[src/design/tcw_pkg.sv]
// Shared types and constants for the text console writer.
`default_nettype none

package tcw_pkg;

  // Request codes on in_req_type
  localparam logic [1:0] REQ_PUT   = 2'd0;
  localparam logic [1:0] REQ_CLEAR = 2'd1;
  localparam logic [1:0] REQ_READ  = 2'd2;

  localparam logic [7:0] NEWLINE_CODE = 8'd10;
  localparam logic [7:0] ATTR_RESET   = 8'h07;

  // Microprogram step addresses
  typedef logic [3:0] step_t;
  localparam step_t S_INIT   = 4'd0;
  localparam step_t S_INIT_Z = 4'd1;
  localparam step_t S_FETCH  = 4'd2;
  localparam step_t S_DISP   = 4'd3;
  localparam step_t S_CHAR   = 4'd4;
  localparam step_t S_NL     = 4'd5;
  localparam step_t S_CHK    = 4'd6;
  localparam step_t S_SCR0   = 4'd7;
  localparam step_t S_COPY   = 4'd8;
  localparam step_t S_SZERO  = 4'd9;
  localparam step_t S_SFIN   = 4'd10;
  localparam step_t S_RD     = 4'd11;
  localparam step_t S_RDCAP  = 4'd12;
  localparam step_t S_CLR    = 4'd13;
  localparam step_t S_CZERO  = 4'd14;
  localparam step_t S_RESP   = 4'd15;

  typedef enum logic [1:0] {MEM_NONE, MEM_CHAR, MEM_COPY, MEM_ZERO} mem_op_t;
  typedef enum logic [1:0] {RD_IDX, RD_COLS, RD_PTRC} rd_sel_t;
  typedef enum logic [1:0] {PTR_HOLD, PTR_CLR, PTR_INC} ptr_op_t;
  typedef enum logic [2:0] {CUR_HOLD, CUR_ADV, CUR_NL, CUR_SCROLL, CUR_HOME} cur_op_t;
  typedef enum logic [1:0] {HOLD_NONE, HOLD_IN, HOLD_OUT} hold_t;
  typedef enum logic [2:0] {
    BR_NEXT, BR_ALWAYS, BR_PTR_LAST, BR_PTR_COPY, BR_CUR_IN, BR_DISPATCH
  } br_t;

  // One control word
  typedef struct packed {
    mem_op_t mem_op;
    rd_sel_t rd_sel;
    ptr_op_t ptr_op;
    cur_op_t cur_op;
    hold_t   hold;
    br_t     br;
    step_t   target;
    logic    set_scr;
    logic    rd_cap;
  } uc_t;

  localparam uc_t UC_NOP = '{
    mem_op:  MEM_NONE,
    rd_sel:  RD_IDX,
    ptr_op:  PTR_HOLD,
    cur_op:  CUR_HOLD,
    hold:    HOLD_NONE,
    br:      BR_NEXT,
    target:  S_INIT,
    set_scr: 1'b0,
    rd_cap:  1'b0
  };

  // Datapath status seen by the sequencer
  typedef struct packed {
    logic  in_fire;
    logic  out_busy;
    logic  ptr_at_last;
    logic  ptr_at_copy_end;
    logic  cur_in_range;
    step_t disp_step;
  } status_t;

endpackage

`default_nettype wire

[src/design/tcw_useq.sv]
// Microprogram ROM and step counter for the text console writer.
`default_nettype none

module tcw_useq (
  input  wire              clk,
  input  wire              rst_n,
  input  wire tcw_pkg::status_t st,
  output tcw_pkg::uc_t     uc
);
  import tcw_pkg::*;

  step_t upc_r, upc_nxt;
  logic  hold_now;
  logic  take;

  // Control store
  always_comb begin
    uc = UC_NOP;
    unique case (upc_r)
      S_INIT: begin
        uc.ptr_op = PTR_CLR;
      end
      S_INIT_Z: begin
        uc.mem_op = MEM_ZERO;
        uc.ptr_op = PTR_INC;
        uc.br     = BR_PTR_LAST;
        uc.target = S_INIT_Z;
      end
      S_FETCH: begin
        uc.hold = HOLD_IN;
      end
      S_DISP: begin
        uc.br = BR_DISPATCH;
      end
      S_CHAR: begin
        uc.mem_op = MEM_CHAR;
        uc.cur_op = CUR_ADV;
        uc.br     = BR_ALWAYS;
        uc.target = S_CHK;
      end
      S_NL: begin
        uc.cur_op = CUR_NL;
      end
      S_CHK: begin
        uc.br     = BR_CUR_IN;
        uc.target = S_RESP;
      end
      S_SCR0: begin
        uc.ptr_op  = PTR_CLR;
        uc.rd_sel  = RD_COLS;
        uc.set_scr = 1'b1;
      end
      S_COPY: begin
        uc.mem_op = MEM_COPY;
        uc.rd_sel = RD_PTRC;
        uc.ptr_op = PTR_INC;
        uc.br     = BR_PTR_COPY;
        uc.target = S_COPY;
      end
      S_SZERO: begin
        uc.mem_op = MEM_ZERO;
        uc.ptr_op = PTR_INC;
        uc.br     = BR_PTR_LAST;
        uc.target = S_SZERO;
      end
      S_SFIN: begin
        uc.cur_op = CUR_SCROLL;
        uc.br     = BR_ALWAYS;
        uc.target = S_RESP;
      end
      S_RD: begin
        uc.rd_sel = RD_IDX;
      end
      S_RDCAP: begin
        uc.rd_cap = 1'b1;
        uc.br     = BR_ALWAYS;
        uc.target = S_RESP;
      end
      S_CLR: begin
        uc.ptr_op = PTR_CLR;
        uc.cur_op = CUR_HOME;
      end
      S_CZERO: begin
        uc.mem_op = MEM_ZERO;
        uc.ptr_op = PTR_INC;
        uc.br     = BR_PTR_LAST;
        uc.target = S_CZERO;
      end
      S_RESP: begin
        uc.hold   = HOLD_OUT;
        uc.br     = BR_ALWAYS;
        uc.target = S_FETCH;
      end
      default: begin
        uc = UC_NOP;
      end
    endcase
  end

  assign hold_now = ((uc.hold == HOLD_IN) && !st.in_fire) ||
                    ((uc.hold == HOLD_OUT) && st.out_busy);

  always_comb begin
    case (uc.br)
      BR_ALWAYS:   take = 1'b1;
      BR_PTR_LAST: take = !st.ptr_at_last;
      BR_PTR_COPY: take = !st.ptr_at_copy_end;
      BR_CUR_IN:   take = st.cur_in_range;
      default:     take = 1'b0;
    endcase
  end

  always_comb begin
    if (hold_now) begin
      upc_nxt = upc_r;
    end else if (uc.br == BR_DISPATCH) begin
      upc_nxt = st.disp_step;
    end else if (take) begin
      upc_nxt = uc.target;
    end else begin
      upc_nxt = upc_r + 4'd1;
    end
  end

  always_ff @(posedge clk) begin
    if (!rst_n) begin
      upc_r <= S_INIT;
    end else begin
      upc_r <= upc_nxt;
    end
  end

endmodule

`default_nettype wire

[config.mk]
export PLATFORM = sky130hd
export DESIGN_NAME = tcw_useq
export DESIGN_NICKNAME = d
export VERILOG_FILES = /design/src/design/tcw_pkg.sv /design/src/design/tcw_useq.sv
export SDC_FILE = /design/constraint.sdc
export NUM_CORES = 1
export LEC_CHECK = 0
export BUFFER_PORTS_ARGS = -buffer_cell sky130_fd_sc_hd__buf_2
export CAP_MARGIN = 10
export CORE_UTILIZATION = 47
export DETAILED_ROUTE_END_ITERATION = 10
export HOLD_SLACK_MARGIN = 0.1
export PLACE_DENSITY = 0.76
export SYNTH_ARGS = -nofsm -noshare
export SYNTH_HDL_FRONTEND = slang
export SYNTH_SLANG_ARGS = --single-unit
[constraint.sdc]
create_clock -name clk -period 2.9 [get_ports clk]
set_input_delay 0.145 -clock clk [delete_from_list [all_inputs] [get_ports clk]]
set_output_delay 0.145 -clock clk [all_outputs]
set_load 0.1 [all_outputs]
==> out/results.txt, run 1 <==
outcome -> complete, no violations
area fraction of the dominant cell type after synthesis -> 0.104
Synth Flop Type -> dfxtp_1
critical path class -> register to register
Seq. cell area -> 80.1 um2
CP arrival -> 2.78 ns
Mapped Area -> 767 um2
fin. max-slew vios -> 0
max_slew headroom -> 0.676
initial core utilization -> 0.509
CTS clk-pin slew, worst paths -> 0.04 ns
Std-Cell Rows -> 14
Most flops, register -> upc_r
synthesis-stage register bit count -> 4
Worst setup EP type -> register
Mapped Nets -> 123
share of layout cells above drive strength 1 -> 0.343
final worst-path cycle share -> 0.914
CTS Buf Count -> 3
Buffers on Ports -> 30
Synth Area in Adders -> 0.0653
top cell type by total area after synthesis -> dfxtp_1
hpwl dp -> 1.49 mm
DRC -> 0
Hold Path Depth -> 3
design area -> 945 um2
r2r endpoint -> upc_r[0]
Chip Width -> 42.4 um
CP Launch Type -> register
Compound-Gate Fraction of Synth Area -> 0.274
routed vias/inst -> 5.87
RR Startpoint -> upc_r[0]
simple-gate share of the synthesized area -> 0.387
MaxCap Viol Count -> 0
synth unique cells -> 45
Worst Reg-to-Reg Cells -> 7
GPL Wtd Cong -> 0.873
Area Overhead vs Synth -> 23.2%
worst slew pin tran -> 0.490 ns
Final Hold Viols -> 0
maximum fanout along the worst path -> 15
Clock Tree Buf Depth -> 2
number of synthesized flops with an enable pin -> 0
first-pass GRT wire length -> 3.17 mm
dpl cell area -> 922 um2
initial antenna violation count -> 0
post-CTS setup repair buffer count -> 0
fraction of synthesis flops using an asynchronous set or reset pin -> 0
Setup TNS -> 0 ns
WHS Endpoint -> upc_r[3]
skew final -> 0.00631 ns
hold wc startpoint -> rst_n
fin crit period -> 2.65 ns
clk sinks -> 4
syn avg cell area -> 7.10 um2
multiplexer share of the synthesized area -> 0.0571
final setup vio count -> 0
clock tree from TritonCTS -> yes
Antenna Violating Nets Remaining -> 0
Synth warnings -> 0
cts hold-fix bufs -> 0
Clk Latency, worst-skew pair -> 0.24 ns
Top Registers -> upc_r x4
largest family of logic cells by synthesized area -> simple AND/OR/NAND/NOR gates
Initial DRC Count -> 20
sequential share of the synthesized area -> 0.104
Core Box Area -> 0.00151 mm2
die height -> 42.4 um
H-tree levels -> 1
commonest non-fill, non-tap cell in the layout -> buf_2
largest net degree at the start of global routing -> 27
multi-input logic area -> 616 um2
routed wire length -> 1.95 mm
Setup crit start -> upc_r[0]
max reg flops -> 4
io pins -> 31
Post-Synth XOR/XNOR Area -> 0.0114
die area -> 0.00180 mm2
HP Class -> input port to register
routed via count -> 881
1st-pass router iterations -> 4
Cells after Synth -> 108
detail-routed net length per standard cell -> 13.0 um
GRT Overall Usage -> 0.222
Reg2Reg Setup Slack -> 0.25 ns
fin nets -> 151
Max Freq -> 377 MHz
Hold Slack -> 0.216 ns
grt total ovfl -> 0
vias in the first global route -> 713
Fill cells -> 140
post-CTS resize count -> 0
top post-synthesis cells by area -> dfxtp_1 (10%), ha_1 (6.5%), inv_1 (4.4%)
placed cells -> 147
diodes inserted -> 0
RSZ-0062 raised after global routing -> no
most frequent cells in the layout -> buf_2 (30), inv_1 (9), o21ai_0 (6)
CP required -> 3.03 ns
clock root cell -> clkbuf_4
fin cells -> 150
## synthesized netlist by cell type (all sizes together), types with 2 or more instances
cell type / instances
inv: 9
clkbuf: 7
and3: 6
o21ai: 6
a21oi: 5
nand2: 5
nand3: 5
dfxtp: 4
ha: 4
nand2b: 4
nor2: 4
a21o: 3
and2: 3
buf: 3
mux2: 3
nand4: 3
nor2b: 3
a22o: 2
a31oi: 2
nand3b: 2
nand4b: 2
o21bai: 2
o311ai: 2
or3b: 2
## area by class of cell
| class | instances | area share |
|---|---|---|
| multi-input cells | 85 | 0.652 |
| repair buffers | 33 | 0.183 |
| flip-flops and latches | 4 | 0.0848 |
| inverters | 9 | 0.0358 |
| clock buffers | 3 | 0.0238 |
| well taps | 16 | 0.0212 |
## cells by family (layout without fill, tap and decap cells)
logic type / count (synthesis) / in the layout
DFF: 4 / 4
xor gates and xnor gates: 1 / 1
muxes: 4 / 4
AOI/OAI and AO/OA: 29 / 29
adders and majority gates: 4 / 4
and+or+nand+nor: 47 / 47
buffers and inverters: 19 / 45
## worst max path at each step
stage	slack, ns	depth (start not counted)	to
after floorplan	0.05	5	uc[14]
after global placement	0.35	7	upc_r[1]
after detailed placement	0.29	7	upc_r[0]
after CTS	0.26	7	upc_r[0]
after global routing	0.09	7	upc_r[0]
final	0.25	7	upc_r[0]
## stage by stage
step                      utilization  setup slack [ns]
after detailed placement        0.612             0.286
after floorplan                     -            0.0485
final                           0.627             0.248
after global routing            0.627            0.0877
after CTS                       0.627             0.260
after global placement          0.612             0.346
## critical path, stage by stage (launching register included)
cell and delay (ns):
dfxtp_1 0.43, inv_1 0.12, ha_1 0.37, or4b_1 0.54, o221a_2 0.15, or3_1 0.43, and3_4 0.23, a2111oi_2 0.28
## layer usage
| metal | share of wire | global-route usage | wire length (um) | vias up |
|---|---|---|---|---|
| li1 | - | - | - | 452 |
| met1 | 0.48 | 0.310 | 928 | 398 |
| met2 | 0.47 | 0.357 | 918 | 31 |
| met3 | 0.051 | 0.0517 | 99 | 0 |
| met4 | 0 | 0.0250 | 0 | 0 |
| met5 | 0 | 0 | 0 | - |
Power of run 1 is left out: the tool's default activity adds up to more than one toggle a clock period on the data nets, which glitch-free logic cannot reach.
==> run 2, diff against run 1 <==
ABC_AREA = 1   (was default)
CORE_UTILIZATION = 46   (was 47)
==> run 2 against run 1 <==
  * Flip-flop and latch count stayed put
  * Worst hold slack got worse by 0.052 ns
  * Clock skew hardly changed
  * Cell count is 4.0% higher
  * Synthesized cell count increased by 0.93%
  * Highest routed layer is now met4
  * Worst setup slack better by 0.43 ns
==> out/results.txt, run 2 <==
Buffers on Ports -> 30
Reg2Reg Setup Slack -> 0.96 ns
fin nets -> 158
crit path buf inv count -> 4
CP peak stage delay -> 0.63 ns
top post-synthesis cells by area -> nand3_1 (12%), inv_1 (12%), nand2_1 (12%)
Synth Flop Type -> dfxtp_1
area fraction of the dominant cell type after synthesis -> 0.121
Initial DRC Count -> 20
Post-synth top cells -> inv_1 (22), nand2_1 (22), nand3_1 (17), nand2_2 (7)
number of synthesized flops with an enable pin -> 0
synth unique cells -> 24
RSZ-0062 raised after global routing -> no
maximum fanout along the worst path -> 11
final setup vio count -> 0
skew final -> 0.00669 ns
Critical Path Slowest Stage Cell -> dfxtp_1
Setup crit start -> upc_r[3]
fin. max-slew vios -> 0
clk sinks -> 4
Clk Latency, worst-skew pair -> 0.24 ns
die area -> 0.00169 mm2
Cells after Synth -> 109
commonest non-fill, non-tap cell in the layout -> buf_2
detail-routed net length per standard cell -> 10.3 um
routed vias/inst -> 4.94
post-CTS resize count -> 0
Worst setup EP type -> output pin
Worst Reg-to-Reg Cells -> 12
post-CTS setup repair buffer count -> 0
GRT Overall Usage -> 0.207
diodes inserted -> 0
Largest delay share family, worst path -> buffers and inverters
Clock Tree Buf Depth -> 2
largest net degree at the start of global routing -> 12
GPL Wtd Cong -> 0.845
Setup TNS -> 0 ns
hold wc startpoint -> rst_n
syn avg cell area -> 6.45 um2
CP arrival -> 2.08 ns
outcome -> complete, no violations
io pins -> 31
DRC -> 0
Antenna Violating Nets Remaining -> 0
max_slew headroom -> 0.661
RR Startpoint -> upc_r[3]
1st-pass router iterations -> 4
CTS Buf Count -> 3
max reg flops -> 4
die height -> 41.1 um
fin crit period -> 2.23 ns
Chip Width -> 41.1 um
Std-Cell Rows -> 13
synthesis-stage register bit count -> 4
routed via count -> 771
CP Launch Type -> register
vias in the first global route -> 600
hpwl dp -> 1.40 mm
most frequent CP cell -> inv_1
routed wire length -> 1.61 mm
Mapped Nets -> 124
Hold Path Depth -> 3
initial core utilization -> 0.515
Most flops, register -> upc_r
CTS clk-pin slew, worst paths -> 0.04 ns
Max Freq -> 449 MHz
first-pass GRT wire length -> 2.35 mm
most frequent cells in the layout -> buf_2 (30), inv_1 (22), nand2_1 (22), nand3_1 (17), nand2_2 (7)
MaxCap Viol Count -> 0
clock tree from TritonCTS -> yes
Area Overhead vs Synth -> 27.6%
initial antenna violation count -> 0
H-tree levels -> 1
clock root cell -> clkbuf_4
grt total ovfl -> 0
r2r endpoint -> upc_r[2]
HP Class -> input port to register
critical path class -> register to output pin
Core Box Area -> 0.00137 mm2
crit-path cells -> inv_1, nand3_2, nand3_1, nor2_1, inv_1, nor2_1, inv_1, buf_2
final worst-path cycle share -> 0.768
Final Hold Viols -> 0
Top Registers -> upc_r x4
CP required -> 2.76 ns
worst slew pin tran -> 0.508 ns
cts hold-fix bufs -> 0
share of layout cells above drive strength 1 -> 0.418
Mapped Area -> 703 um2
Synth warnings -> 0
WHS Endpoint -> upc_r[2]
top cell type by total area after synthesis -> nand3_1
fraction of synthesis flops using an asynchronous set or reset pin -> 0
sequential share of the synthesized area -> 0.114
-- run 2: cell types whose count changed after synthesis, sizes merged, moves of 3 or more --
cell    previous run  this run
mux2               3         0
and3               6         0
nor2               4         7
o21ai              6         3
nor2b              3         0
nand3              5        23
and2               3         0
nand2b             4         0
nand2              5        30
clkbuf             7         0
a21o               3         0
inv                9        24
-- run 2: logic make-up after synthesis --
kind of cell / share of synthesized area
buffers and inverters: 0.160
AND/OR/NAND/NOR: 0.539
AO/OA/AOI/OAI: 0.0907
XOR/XNOR: 0.0249
adder cells (fa/ha/maj): 0.0712
flip-flops: 0.114
-- run 2: cell type report --
| type | count | area (um2) |
|---|---|---|
| Multi-Input combinational cell | 79 | 528 |
| Fill cell | 136 | 469 |
| Timing Repair Buffer | 31 | 158 |
| Inverter | 24 | 90.1 |
| Sequential cell | 4 | 80.1 |
| Clock buffer | 3 | 22.5 |
| Tap cell | 15 | 18.8 |
-- run 2: metrics by stage --
step | worst slack [ns] | utilization | std cells | hold slack, ns | cell area [um2]
after floorplan | 0.165 | - | 109 | 0.268 | 721
after global placement | 0.968 | 0.640 | 153 | 0.411 | 875
after detailed placement | 0.954 | 0.640 | 153 | 0.408 | 875
after CTS | 0.704 | 0.657 | 156 | 0.161 | 897
after global routing | 0.564 | 0.657 | 156 | 0.174 | 897
final | 0.674 | 0.657 | 156 | 0.163 | 897
-- run 2: metal layers --
layer  GRT usage  share of wire  up-vias
li1            -              -      414
met4      0.0726          0.011        0
met2       0.398           0.50       26
met5           0              0        -
met3           0          0.035        2
met1       0.242           0.45      329
-- run 2: worst max-delay path by stage --
stage,end,slack (ns),cells past startpoint
after floorplan,uc[14],0.16,5
after global placement,uc[3],0.97,9
after detailed placement,upc_r[0],0.95,13
after CTS,uc[3],0.70,8
after global routing,uc[3],0.56,8
final,uc[3],0.67,8
-- run 2: worst reg2reg max path: stages (launching register included) --
cell,delay [ns]
dfxtp_1,0.63
inv_1,0.27
nand3_4,0.13
nand2_2,0.08
nor2_4,0.12
nand2_2,0.09
nand2_2,0.08
nand3_4,0.08
nand2_4,0.09
inv_2,0.04
nand2_1,0.05
nand3_1,0.06
a21oi_1,0.14
Power of run 2 is left out for the same reason.
